==> src/rtl/core/bmp_pixel_array_unpack_assert.svh <==
// Assertion macros shared by the BMP pixel array unpacker RTL.
// Every macro samples on clk and is disabled while arst_n is low.
`ifndef BMP_PIXEL_ARRAY_UNPACK_ASSERT_SVH
`define BMP_PIXEL_ARRAY_UNPACK_ASSERT_SVH

// Consequent must hold in the same cycle as the antecedent.
`define BMPU_ASSERT_NOW(label, ante, cons) \
	label: assert property (@(posedge clk) disable iff (!arst_n) (ante) |-> (cons)) \
		else $error("bmpu assertion failed");

// Consequent must hold in the cycle after the antecedent.
`define BMPU_ASSERT_NEXT(label, ante, cons) \
	label: assert property (@(posedge clk) disable iff (!arst_n) (ante) |=> (cons)) \
		else $error("bmpu assertion failed");

`endif

==> src/rtl/core/bmpu_pkg.sv <==
// Shared types and constants of the BMP pixel array unpacker.
// No dependencies; used by every module of the block.
package bmpu_pkg;

	localparam int StoreCols = 800;
	localparam int StoreRows = 480;
	localparam int CfgIdxW   = 3;
	localparam int CfgDataW  = 11;

	typedef enum logic [CfgIdxW-1:0] {
		REG_DEPTH_IS_32  = 3'd0,
		REG_IMAGE_WIDTH  = 3'd1,
		REG_IMAGE_HEIGHT = 3'd2,
		REG_STORE_MODE   = 3'd3,
		REG_X_ORIGIN     = 3'd4,
		REG_Y_ORIGIN     = 3'd5
	} cfg_reg_t;

	typedef struct packed {
		logic               depth_is_32;
		logic [9:0]         image_width;
		logic signed [9:0]  image_height;
		logic               store_mode;
		logic signed [10:0] x_origin;
		logic signed [9:0]  y_origin;
	} cfg_t;

	typedef struct packed {
		logic        last_pixel;
		logic        write_enable;
		logic        to_store;
		logic [8:0]  row;
		logic [9:0]  column;
		logic [31:0] argb;
	} res_t;

endpackage

==> src/rtl/core/bmpu_cfg_regs.sv <==
// Configuration register file of the BMP pixel array unpacker.
// Depends on bmpu_pkg for the register indexes and the cfg_t struct.
module bmpu_cfg_regs (
	input  logic                          clk,
	input  logic                          arst_n,
	input  logic                          wr_en,
	input  logic [bmpu_pkg::CfgIdxW-1:0]  wr_index,
	input  logic [bmpu_pkg::CfgDataW-1:0] wr_data,
	output bmpu_pkg::cfg_t                cfg
);

	bmpu_pkg::cfg_t cfg_q;

	always_ff @(posedge clk or negedge arst_n) begin
		if (!arst_n) begin
			cfg_q.depth_is_32  <= 1'b0;
			cfg_q.image_width  <= 10'd800;
			cfg_q.image_height <= 10'sd480;
			cfg_q.store_mode   <= 1'b0;
			cfg_q.x_origin     <= '0;
			cfg_q.y_origin     <= '0;
		end else if (wr_en) begin
			// Indexes past the last register are dropped.
			case (bmpu_pkg::cfg_reg_t'(wr_index))
				bmpu_pkg::REG_DEPTH_IS_32:  cfg_q.depth_is_32  <= wr_data[0];
				bmpu_pkg::REG_IMAGE_WIDTH:  cfg_q.image_width  <= wr_data[9:0];
				bmpu_pkg::REG_IMAGE_HEIGHT: cfg_q.image_height <= wr_data[9:0];
				bmpu_pkg::REG_STORE_MODE:   cfg_q.store_mode   <= wr_data[0];
				bmpu_pkg::REG_X_ORIGIN:     cfg_q.x_origin     <= wr_data[10:0];
				bmpu_pkg::REG_Y_ORIGIN:     cfg_q.y_origin     <= wr_data[9:0];
				default: ;
			endcase
		end
	end

	assign cfg = cfg_q;

endmodule

==> src/rtl/core/bmpu_decode.sv <==
// Byte decoder of the BMP pixel array unpacker: pixel assembly, row and column
// counters, padding skip and destination mapping. Depends on bmpu_pkg.
`include "bmp_pixel_array_unpack_assert.svh"

module bmpu_decode #(
	parameter int SCREEN_WIDTH  = 800,
	parameter int SCREEN_HEIGHT = 480
) (
	input  logic           clk,
	input  logic           arst_n,
	input  logic           step,
	input  logic [7:0]     pixel_byte,
	input  bmpu_pkg::cfg_t cfg,
	output logic           res_valid,
	output bmpu_pkg::res_t res
);

	logic [1:0]  phase_q;
	logic [23:0] part_q;
	logic [9:0]  col_q;
	logic [8:0]  row_q;
	logic [1:0]  pad_q;
	logic        pad_act_q;

	logic [1:0]  phase_d;
	logic [23:0] part_d;
	logic [9:0]  col_d;
	logic [8:0]  row_d;
	logic [1:0]  pad_d;
	logic        pad_act_d;

	logic [10:0]        w_eff;
	logic               h_pos;
	logic [9:0]         rows;
	logic signed [11:0] col_ext;
	logic signed [11:0] base_row;
	logic signed [11:0] draw_col;
	logic signed [11:0] draw_row;
	logic               store_we;
	logic               draw_we;
	logic               we;
	logic               row_end;
	logic               last;
	logic [23:0]        part_r;

	always_comb begin
		w_eff    = (cfg.image_width == '0) ? 11'd1024 : {1'b0, cfg.image_width};
		h_pos    = !cfg.image_height[9] && (cfg.image_height != '0);
		rows     = cfg.image_height[9] ? 10'(-cfg.image_height) : cfg.image_height;
		col_ext  = {2'b00, col_q};
		// Bottom-up storage flips the row order.
		base_row = h_pos ? (12'(cfg.image_height) - 12'sd1 - {3'b000, row_q})
		                 : {3'b000, row_q};
		draw_col = col_ext + 12'(cfg.x_origin);
		draw_row = base_row + 12'(cfg.y_origin);
		store_we = (32'(col_q) < bmpu_pkg::StoreCols) && !base_row[11]
		           && (32'(base_row[10:0]) < bmpu_pkg::StoreRows);
		draw_we  = h_pos && !draw_col[11] && (32'(draw_col[10:0]) < SCREEN_WIDTH)
		           && !draw_row[11] && (32'(draw_row[10:0]) < SCREEN_HEIGHT);
		we       = (rows != '0) && (cfg.store_mode ? store_we : draw_we);
		row_end  = ({1'b0, col_q} + 11'd1) >= w_eff;
		last     = (rows != '0) && row_end && (({1'b0, row_q} + 10'd1) >= rows);
		part_r   = {pixel_byte, part_q[15:0]};

		phase_d   = phase_q;
		part_d    = part_q;
		col_d     = col_q;
		row_d     = row_q;
		pad_d     = pad_q;
		pad_act_d = pad_act_q;
		res_valid = 1'b0;

		res.argb         = {8'h00, part_r};
		res.column       = '0;
		res.row          = '0;
		res.to_store     = cfg.store_mode;
		res.write_enable = we;
		res.last_pixel   = last;
		if (we) begin
			res.column = cfg.store_mode ? col_q : draw_col[9:0];
			res.row    = cfg.store_mode ? base_row[8:0] : draw_row[8:0];
		end

		if (pad_act_q) begin
			pad_d     = pad_q - 2'd1;
			pad_act_d = (pad_d != '0);
		end else if (phase_q == 2'd3) begin
			res.argb  = {pixel_byte, part_q};
			res_valid = 1'b1;
		end else if (phase_q == 2'd2) begin
			part_d = part_r;
			if (cfg.depth_is_32) begin
				phase_d = 2'd3;
			end else begin
				res_valid = 1'b1;
			end
		end else if (phase_q == 2'd1) begin
			part_d  = {part_q[23:16], pixel_byte, part_q[7:0]};
			phase_d = 2'd2;
		end else begin
			part_d  = {part_q[23:8], pixel_byte};
			phase_d = 2'd1;
		end

		if (res_valid) begin
			phase_d = '0;
			part_d  = '0;
			if (row_end) begin
				col_d     = '0;
				row_d     = last ? 9'd0 : row_q + 9'd1;
				pad_d     = cfg.depth_is_32 ? 2'd0 : w_eff[1:0];
				pad_act_d = (pad_d != '0);
			end else begin
				col_d = col_q + 10'd1;
			end
		end
	end

	always_ff @(posedge clk or negedge arst_n) begin
		if (!arst_n) begin
			phase_q   <= '0;
			part_q    <= '0;
			col_q     <= '0;
			row_q     <= '0;
			pad_q     <= '0;
			pad_act_q <= 1'b0;
		end else if (step) begin
			phase_q   <= phase_d;
			part_q    <= part_d;
			col_q     <= col_d;
			row_q     <= row_d;
			pad_q     <= pad_d;
			pad_act_q <= pad_act_d;
		end
	end

	`BMPU_ASSERT_NOW(a_pad_count_live, pad_act_q, pad_q != 2'd0)
	`BMPU_ASSERT_NEXT(a_last_rewinds, step && res_valid && last, (col_q == '0) && (row_q == '0))

endmodule

==> src/rtl/core/bmp_pixel_array_unpack.sv <==
// BMP pixel array unpacker: takes one pixel-array byte per transfer and gives
// one ARGB pixel with its destination per completed pixel (24 or 32 bpp),
// skipping row padding. A byte is accepted every cycle while the output can
// drain; a byte passes an input register and the decode logic, and its pixel
// is held in an output register until taken. Rate is set by the single decode
// step between those registers: one byte per cycle sustained while the output
// drains. Configuration writes are taken at any time and must only be issued
// while the block is idle. Depends on bmpu_pkg, bmpu_cfg_regs, bmpu_decode.
`include "bmp_pixel_array_unpack_assert.svh"

module bmp_pixel_array_unpack #(
	parameter int SCREEN_WIDTH  = 800,
	parameter int SCREEN_HEIGHT = 480
) (
	input  logic                          clk,
	input  logic                          arst_n,
	input  logic                          s_tvalid,
	output logic                          s_tready,
	input  logic [7:0]                    s_tdata,   // [7:0] pixel_byte
	output logic                          m_tvalid,
	input  logic                          m_tready,
	output logic [55:0]                   m_tdata,   // [31:0] argb, [41:32] column,
	                                                 // [50:42] row, [55:51] zero
	output logic [1:0]                    m_tuser,   // [0] to_store, [1] write_enable
	output logic                          m_tlast,   // last_pixel
	input  logic                          cfg_valid,
	output logic                          cfg_ready,
	input  logic [bmpu_pkg::CfgIdxW-1:0]  cfg_index,
	input  logic [bmpu_pkg::CfgDataW-1:0] cfg_data
);

	bmpu_pkg::cfg_t cfg;
	bmpu_pkg::res_t res;
	bmpu_pkg::res_t res_s2;
	logic           res_valid;
	logic           valid_s1;
	logic [7:0]     byte_s1;
	logic           out_valid_s2;
	logic           step;

	assign cfg_ready = 1'b1;

	bmpu_cfg_regs u_cfg (
		.clk      (clk),
		.arst_n   (arst_n),
		.wr_en    (cfg_valid && cfg_ready),
		.wr_index (cfg_index),
		.wr_data  (cfg_data),
		.cfg      (cfg)
	);

	bmpu_decode #(
		.SCREEN_WIDTH  (SCREEN_WIDTH),
		.SCREEN_HEIGHT (SCREEN_HEIGHT)
	) u_decode (
		.clk        (clk),
		.arst_n     (arst_n),
		.step       (step),
		.pixel_byte (byte_s1),
		.cfg        (cfg),
		.res_valid  (res_valid),
		.res        (res)
	);

	// A byte that completes no pixel may move on even while the output stalls.
	assign step     = valid_s1 && (!res_valid || !out_valid_s2 || m_tready);
	assign s_tready = !valid_s1 || step;

	always_ff @(posedge clk or negedge arst_n) begin
		if (!arst_n) begin
			valid_s1     <= 1'b0;
			out_valid_s2 <= 1'b0;
		end else begin
			if (s_tvalid && s_tready) begin
				valid_s1 <= 1'b1;
			end else if (step) begin
				valid_s1 <= 1'b0;
			end
			if (step && res_valid) begin
				out_valid_s2 <= 1'b1;
			end else if (m_tready) begin
				out_valid_s2 <= 1'b0;
			end
		end
	end

	always_ff @(posedge clk) begin
		if (s_tvalid && s_tready) begin
			byte_s1 <= s_tdata;
		end
		if (step && res_valid) begin
			res_s2 <= res;
		end
	end

	assign m_tvalid = out_valid_s2;
	assign m_tdata  = {5'b00000, res_s2.row, res_s2.column, res_s2.argb};
	assign m_tuser  = {res_s2.write_enable, res_s2.to_store};
	assign m_tlast  = res_s2.last_pixel;

	`BMPU_ASSERT_NOW(a_coords_zero_when_off, m_tvalid && !m_tuser[1], m_tdata[50:32] == '0)
	`BMPU_ASSERT_NEXT(a_result_lands, step && res_valid, m_tvalid)
	`BMPU_ASSERT_NOW(a_no_draw_top_down,
		m_tvalid && !m_tuser[0] && cfg.image_height[9], !m_tuser[1])

endmodule
==> config.mk <==
export PLATFORM = sky130hd
export DESIGN_NAME = bmp_pixel_array_unpack
export DESIGN_NICKNAME = d
export VERILOG_FILES = /design/src/rtl/core/bmpu_pkg.sv /design/src/rtl/core/bmpu_cfg_regs.sv /design/src/rtl/core/bmpu_decode.sv /design/src/rtl/core/bmp_pixel_array_unpack.sv
export VERILOG_INCLUDE_DIRS = /design/src /design/src/rtl/core
export SDC_FILE = /design/constraint.sdc
export NUM_CORES = 1
export LEC_CHECK = 0
export BUFFER_PORTS_ARGS = -buffer_cell sky130_fd_sc_hd__clkbuf_2
export CAP_MARGIN = 20
export CORE_UTILIZATION = 30
export CTS_CLUSTER_SIZE = 8
export DETAILED_ROUTE_END_ITERATION = 16
export PLACE_DENSITY = 0.44
export SETUP_SLACK_MARGIN = 0.4
export SYNTH_ARGS = -nofsm -noshare
export SYNTH_HDL_FRONTEND = slang
export SYNTH_SLANG_ARGS = --single-unit
==> constraint.sdc <==
create_clock -name clk -period 6.2 [get_ports clk]
set_input_delay 1.24 -clock clk [delete_from_list [all_inputs] [get_ports clk]]
set_output_delay 1.24 -clock clk [all_outputs]
set_load 0.1 [all_outputs]
==> reports/results.txt, run 1 <==
Outcome: complete, no violations
Worst VDD drop: 0.205 mV
Leak pwr: 4.50 nW
WL/cell: 17.3 µm
Chip height: 176 µm
Post-CTS Hold Buffers: 0
Finish-stage setup viols: 0
Drt total wl: 23800 µm
Yosys top cell by area: dfrtp_1
# clock sinks: 155
TritonCTS clock tree: yes
FF-to-FF setup slack: 0.92 ns
Row cnt: 63
Post-CTS Setup Inserts: 0
Synth Flop Type: dfrtp_1
CTS Buf Count: 17
Final number of hold-violating endpoints: 0
CTS-repair resized insts: 0
Rel. slew slack: 42.5%
Reg2Reg Depth: 22
Post-Syn Area: 9110 µm²
Share of cells above drive strength 1: 18.8%
Post-placement cell count: 1346
Starting Density: 30.6%
Combinational family with the most area after synthesis: simple AND/OR/NAND/NOR gates
Layout area overhead: 15.0%
Crit-path cells: inv_1 -> ha_1 -> or3b_2 -> nand2_1 -> nand2_1 -> ha_1 -> and2_1 -> a221oi_2 -> a211o_1 -> o211ai_1 -> a211o_1 -> a21oi_1 -> ha_1 -> nand2b_1 -> o22ai_1 -> nor4_1 -> o211ai_1 -> a311oi_1 -> o2111ai_1 -> o32a_1 -> buf_4 -> nor3b_1
Logic pwr share: 46.9%
GRT overflow: 0
Port Buffers: 82
Pre-antenna DRT Iters: 4
Skew-Pair Late Insertion Delay: 0.44 ns
Hold Crit Class: register to register
Max Freq: 189 MHz
Remaining DRCs: 0
Clk slew on worst S/H paths: 0.06 ns
Worst-Margin Slew: 0.861 ns
P per Cell Area: 459 nW/µm²
CTS root buffer: clkbuf_16
Seq cells post-synth: 155
Via count: 6772
Clk pwr share: 21.0%
Fin Clk Skew: 0.0123 ns
Complex-gate fraction of the synthesized area: 14.7%
Core area: 29800 µm²
Slowest cell on the critical path: or3b_2
Crit Reg-Reg Startpoint: u_cfg.cfg[22]
Synth top cells by count: nand2_1 (126), dfrtp_1 (86), o21ai_0 (74), edfxtp_1 (62), ha_1 (58)
Critical path peak fanout: 10
WP data required: 6.46 ns
Vias in the first global route: 6722
Critical path endpoint: m_tdata[40]
Violation count after the first detailed-route iteration: 314
Final cell count without fillers: 1378
Initial antenna violation count: 0
YS warnings: 0
RSZ-0062 raised after global routing: false
Worst setup EP type: register
Die area: 31100 µm²
Crit start category: register
Final worst path period share: 85.1%
Capture point of the worst reg-to-reg path: m_tdata[40]
I/O pin total: 89
Final Hold Slack: 0.447 ns
Bufs on Longest Clock Path: 2
Final ANT Viol Nets: 0
Worst path max stage delay: 0.48 ns
Number of synthesized flops with an enable pin: 62
TNS Setup: 0 ns
Max Transition Viols Final: 0
Synth Area in Adders: 8.62%
Switching Share: 44.7%
Mux share of post-synthesis cell area: 5.35%
Xor and xnor area share after synthesis: 3.83%
Net Sw Power: 2.15 mW
Hold_sp: u_decode.part_q[2]
Internal: 2.66 mW
Drt via density: 4.91
Post-layout util: 35.2%
Cell variety after synth: 75
Crit Path Class: register to register
Critical path arrival: 5.54 ns
Largest net degree at the start of global routing: 59
Critical path origin: u_cfg.cfg[22]
DPL Wire Length: 17600 µm
Synth top area cells: dfrtp_1 (24%), edfxtp_1 (20%), ha_1 (8.0%), nand2_1 (5.2%), mux2_2 (4.7%)
Most Frequent Cell on Critical Path: ha_1
Post-synthesis sequential area ratio: 46.1%
Post-synth ARST share: 60.0%
Final layout net count: 1063
Max-Cap Viols: 0
Most common cell in the netlist: nand2_1
Die Wd: 176 µm
Antenna cells: 0
GP Congestion: 0.899
Sequential Power Share: 32.0%
Fin crit period: 5.28 ns
Synth Instances: 901
Post-synthesis simple-gate area fraction: 17.8%
First-pass GRT wire length: 38500 µm
Total Routing Usage GR: 16.2%
Yosys top cell area share: 23.6%
H-tree Lvls: 4
Syn avg cell area: 10.1 µm²
Fillers: 3134
worst min-delay path by stage:
stage	slack [ns]	depth (start not counted)	endpoint
after floorplan	0.42	0	m_tuser[0]
after global placement	0.43	0	m_tdata[3]
after detailed placement	0.43	0	m_tdata[2]
after CTS	0.45	0	m_tdata[2]
after global routing	0.47	0	m_tdata[3]
final	0.45	0	m_tdata[2]
power by group through the flow:
| stage | logic, mW | clock network (mW) | registers [mW] |
|---|---|---|---|
| after floorplan | 1.37 | 0 | 1.96 |
| after global placement | 2.27 | 0 | 1.56 |
| after detailed placement | 2.26 | 0 | 1.56 |
| after CTS | 2.27 | 1.04 | 1.54 |
| after global routing | 2.49 | 1.09 | 1.58 |
| final | 2.26 | 1.01 | 1.54 |
per-layer routing:
metal | vias to the layer above | wire length, µm | global-route usage, %
li1 | 3398 | - | -
met1 | 3278 | 11600 | 22.5
met2 | 74 | 11200 | 25.9
met3 | 22 | 682 | 2.93
met4 | 0 | 291 | 4.35
met5 | - | 0 | 0
worst max-delay path, delay by kind of cell (launching register included):
| family | cells | cell delay, ns |
|---|---|---|
| AO/OA/AOI/OAI | 10 | 2.07 |
| AND/OR/NAND/NOR | 7 | 1.38 |
| adder cells (fa/ha/maj) | 3 | 0.90 |
| flip-flops | 1 | 0.45 |
| buffers and inverters | 2 | 0.29 |
registers in the layout, indices dropped and copies added (netlist names), 2 cells and up:
register          flops
m_tdata              51
u_cfg.cfg            43
u_decode.part_q      24
u_decode.col_q       10
u_decode.row_q        9
byte_s1               8
m_tuser               2
u_decode.pad_q        2
u_decode.phase_q      2
through the flow:
stage | cell area, µm² | setup slack (ns) | power [mW]
CTS | 10500 | 0.665 | 4.86
global placement | 9910 | 0.903 | 3.83
detailed placement | 9910 | 0.708 | 3.82
global route | 10500 | 0.502 | 5.16
floorplan | 9130 | 1.44 | 3.33
finish | 10500 | 0.922 | 4.81
placed cells by master (no fill, tap or decap), drive strengths merged, types with 28 or more instances in the layout:
cell,Yosys,layout
clkbuf,26,100
mux2,38,38
dfrtp,86,86
o21ai,74,74
nor2,44,44
inv,35,39
nand2,126,126
ha,58,58
edfxtp,62,62
nand3,28,28
cells by family after synthesis:
| kind of cell | count (synthesis) |
|---|---|
| DFF | 155 |
| AOI/OAI and AO/OA | 206 |
| xor gates and xnor gates | 39 |
| buffers and inverters | 76 |
| adders and majority gates | 61 |
| and+or+nand+nor | 318 |
| other | 2 |
| muxes | 44 |
cell type report:
class / count / area (µm²) / area share [%]
repair buffers: 92 / 488 / 4.66
clock buffers: 19 / 433 / 4.13
clock inverters: 13 / 118 / 1.12
well taps: 390 / 488 / 4.66
flip-flops and latches: 155 / 4200 / 40.1
inverters: 35 / 131 / 1.25
multi-input cells: 674 / 4620 / 44.1
Power figures use the tool's default switching activity.
==> run 2, diff against run 1 <==
- MAX_ROUTING_LAYER: default -> met4
==> run 2 against run 1 <==
Against the previous run:
- register-to-register slack about the same
- utilization unchanged
- setup slack got worse by 0.0011 ns
- cell count unchanged
- critical path type unchanged
- critical endpoint unchanged
- largest cell class unchanged
- largest power group unchanged
==> reports/results.txt, run 2 (same netlist as run 1, synthesis figures left out) <==
Critical path peak fanout: 10 (unchanged)
Crit-path cells: inv_1 -> ha_1 -> or3b_2 -> nand2_1 -> nand2_1 -> ha_1 -> and2_1 -> a221oi_2 -> a211o_1 -> o211ai_1 -> a211o_1 -> a21oi_1 -> ha_1 -> nand2b_1 -> o22ai_1 -> nor4_1 -> o211ai_1 -> a311oi_1 -> o2111ai_1 -> o32a_1 -> buf_4 -> nor3b_1 (unchanged)
Max-Cap Viols: 0 (unchanged)
Rel. slew slack: 42.5% (about the same)
Critical path depth in cells: 22 (unchanged)
Pre-antenna DRT Iters: 4 (unchanged)
Post-placement cell count: 1346 (unchanged)
Antenna cells: 0 (unchanged)
Port Buffers: 82 (unchanged)
P per Cell Area: 459 nW/µm² (about the same)
Crit Path Class: register to register (unchanged)
RSZ-0062 raised after global routing: false (unchanged)
Final cell count without fillers: 1378 (unchanged)
Kind of cell adding the most delay to the critical path: compound AO/OA/AOI/OAI gates (unchanged)
I/O pin total: 89 (unchanged)
Clk slew on worst S/H paths: 0.06 ns (about the same)
Commonest non-fill, non-tap cell in the layout: nand2_1 (unchanged)
H-tree Lvls: 4 (unchanged)
Chip height: 176 µm (unchanged)
Fin crit period: 5.28 ns (about the same)
Outcome: complete, no violations (unchanged)
Worst path max stage delay: 0.48 ns (about the same)
Reg2Reg Depth: 22 (unchanged)
Drt total wl: 23800 µm (about the same)
CTS-repair resized insts: 0 (unchanged)
Fillers: 3134 (unchanged)
Total Routing Usage GR: 16.7% (was 16.2%)
Starting Density: 30.6% (unchanged)
Final worst path period share: 85.2% (was 85.1%)
Most Frequent Cell on Critical Path: ha_1 (unchanged)
Vias in the first global route: 6725 (was 6722)
Leak pwr: 4.50 nW (unchanged)
Final layout net count: 1063 (unchanged)
WL/cell: 17.3 µm (about the same)
Via count: 6763 (was 6772)
Critical path arrival: 5.54 ns (about the same)
Post-CTS Setup Inserts: 0 (unchanged)
DPL Wire Length: 17600 µm (unchanged)
Slowest cell on the critical path: or3b_2 (unchanged)
Initial antenna violation count: 0 (unchanged)
CTS Buf Count: 17 (unchanged)
Row cnt: 63 (unchanged)
Drt via density: 4.91 (about the same)
Worst hold stages: 0 (unchanged)
Fin Clk Skew: 0.0139 ns (was 0.0123 ns)
Die Wd: 176 µm (unchanged)
GP Congestion: 0.915 (was 0.899)
Violation count after the first detailed-route iteration: 316 (was 314)
# clock sinks: 155 (unchanged)
Hold Crit Class: register to register (unchanged)
Worst VDD drop: 0.205 mV (about the same)
Post-CTS Hold Buffers: 0 (unchanged)
Skew-Pair Late Insertion Delay: 0.44 ns (about the same)
Largest net degree at the start of global routing: 59 (unchanged)
TritonCTS clock tree: yes (unchanged)
Share of cells above drive strength 1: 18.8% (unchanged)
GRT overflow: 0 (unchanged)
Final number of hold-violating endpoints: 0 (unchanged)
Die area: 31100 µm² (unchanged)
Max Transition Viols Final: 0 (unchanged)
CTS root buffer: clkbuf_16 (unchanged)
Core area: 29800 µm² (unchanged)
TNS Setup: 0 ns (unchanged)
Bufs on Longest Clock Path: 2 (unchanged)
WP data required: 6.46 ns (about the same)
Worst setup EP type: register (unchanged)
CP bufs+invs: 2 (unchanged)
Final ANT Viol Nets: 0 (unchanged)
First-pass GRT wire length: 38500 µm (about the same)
Most frequent cells in the layout: nand2_1 (126), dfrtp_1 (86), clkbuf_2 (81), o21ai_0 (74), edfxtp_1 (62) (unchanged)
Max FFs per register: 51 (unchanged)
Crit start category: register (unchanged)
Worst-Margin Slew: 0.861 ns (about the same)
Max Freq: 189 MHz (about the same)
Remaining DRCs: 0 (unchanged)
Layout area overhead: 15.0% (unchanged)
Finish-stage setup viols: 0 (unchanged)
==> run 2: final cells by class <==
class                      count  area (µm²)  area share (%)
sequential                   155        4200            40.1
timing repair buffer          92         488            4.66
inverter                      35         131            1.25
clock inverter                13         118            1.12
clock buffer                  19         433            4.13
tap                          390         488            4.66
multi-input combinational    674        4620            44.1
==> run 2: through the flow <==
| step | cell area (µm²) | hold WS [ns] | setup slack, ns | util, % | total power [mW] |
|---|---|---|---|---|---|
| after global routing | 10500 | 0.464 | 0.502 | 35.2 | 5.16 |
| after global placement | 9910 | 0.430 | 0.903 | 33.3 | 3.83 |
| final | 10500 | 0.447 | 0.921 | 35.2 | 4.81 |
| after floorplan | 9130 | 0.423 | 1.44 | - | 3.33 |
| after detailed placement | 9910 | 0.432 | 0.708 | 33.3 | 3.82 |
| after CTS | 10500 | 0.448 | 0.665 | 35.1 | 4.86 |
==> run 2: per-layer routing <==
| layer | vias to the layer above | wire length [µm] | GRT usage [%] |
|---|---|---|---|
| li1 | 3395 | - | - |
| met1 | 3272 | 11700 | 22.6 |
| met2 | 74 | 11200 | 25.8 |
| met3 | 22 | 680 | 2.89 |
| met4 | 0 | 291 | 4.35 |
| met5 | - | 0 | - |
==> run 2: worst register-to-register path, cell delays in order (launching register included) <==
cell and delay [ns]:
dfrtp_1 0.45, inv_1 0.10, ha_1 0.25, or3b_2 0.48, nand2_1 0.08, nand2_1 0.06
ha_1 0.32, and2_1 0.18, a221oi_2 0.36, a211o_1 0.18, o211ai_1 0.12, a211o_1 0.29
a21oi_1 0.21, ha_1 0.33, nand2b_1 0.11, o22ai_1 0.08, nor4_1 0.26, o211ai_1 0.14
a311oi_1 0.21, o2111ai_1 0.14, o32a_1 0.34, buf_4 0.20, nor3b_1 0.21
==> run 2: final timing paths <==
check / start / endpoint / slack (ns)
hold / removal: u_decode.part_q[2] / m_tdata[2] / 0.45
setup reg to reg: u_cfg.cfg[22] / m_tdata[40] / 0.92
hold reg to reg: u_decode.part_q[2] / m_tdata[2] / 0.45
setup / recovery: u_cfg.cfg[22] / m_tdata[40] / 0.92
max in group asynchronous: arst_n / u_decode.col_q[9] / 4.24
min in group asynchronous: arst_n / u_decode.row_q[8] / 0.81
==> run 2: report_power, final <==
group	switching [mW]	total, mW	internal, mW
logic	1.51	2.26	0.746
clock network	0.455	1.01	0.556
registers	0.184	1.54	1.36
total	2.15	4.81	2.66
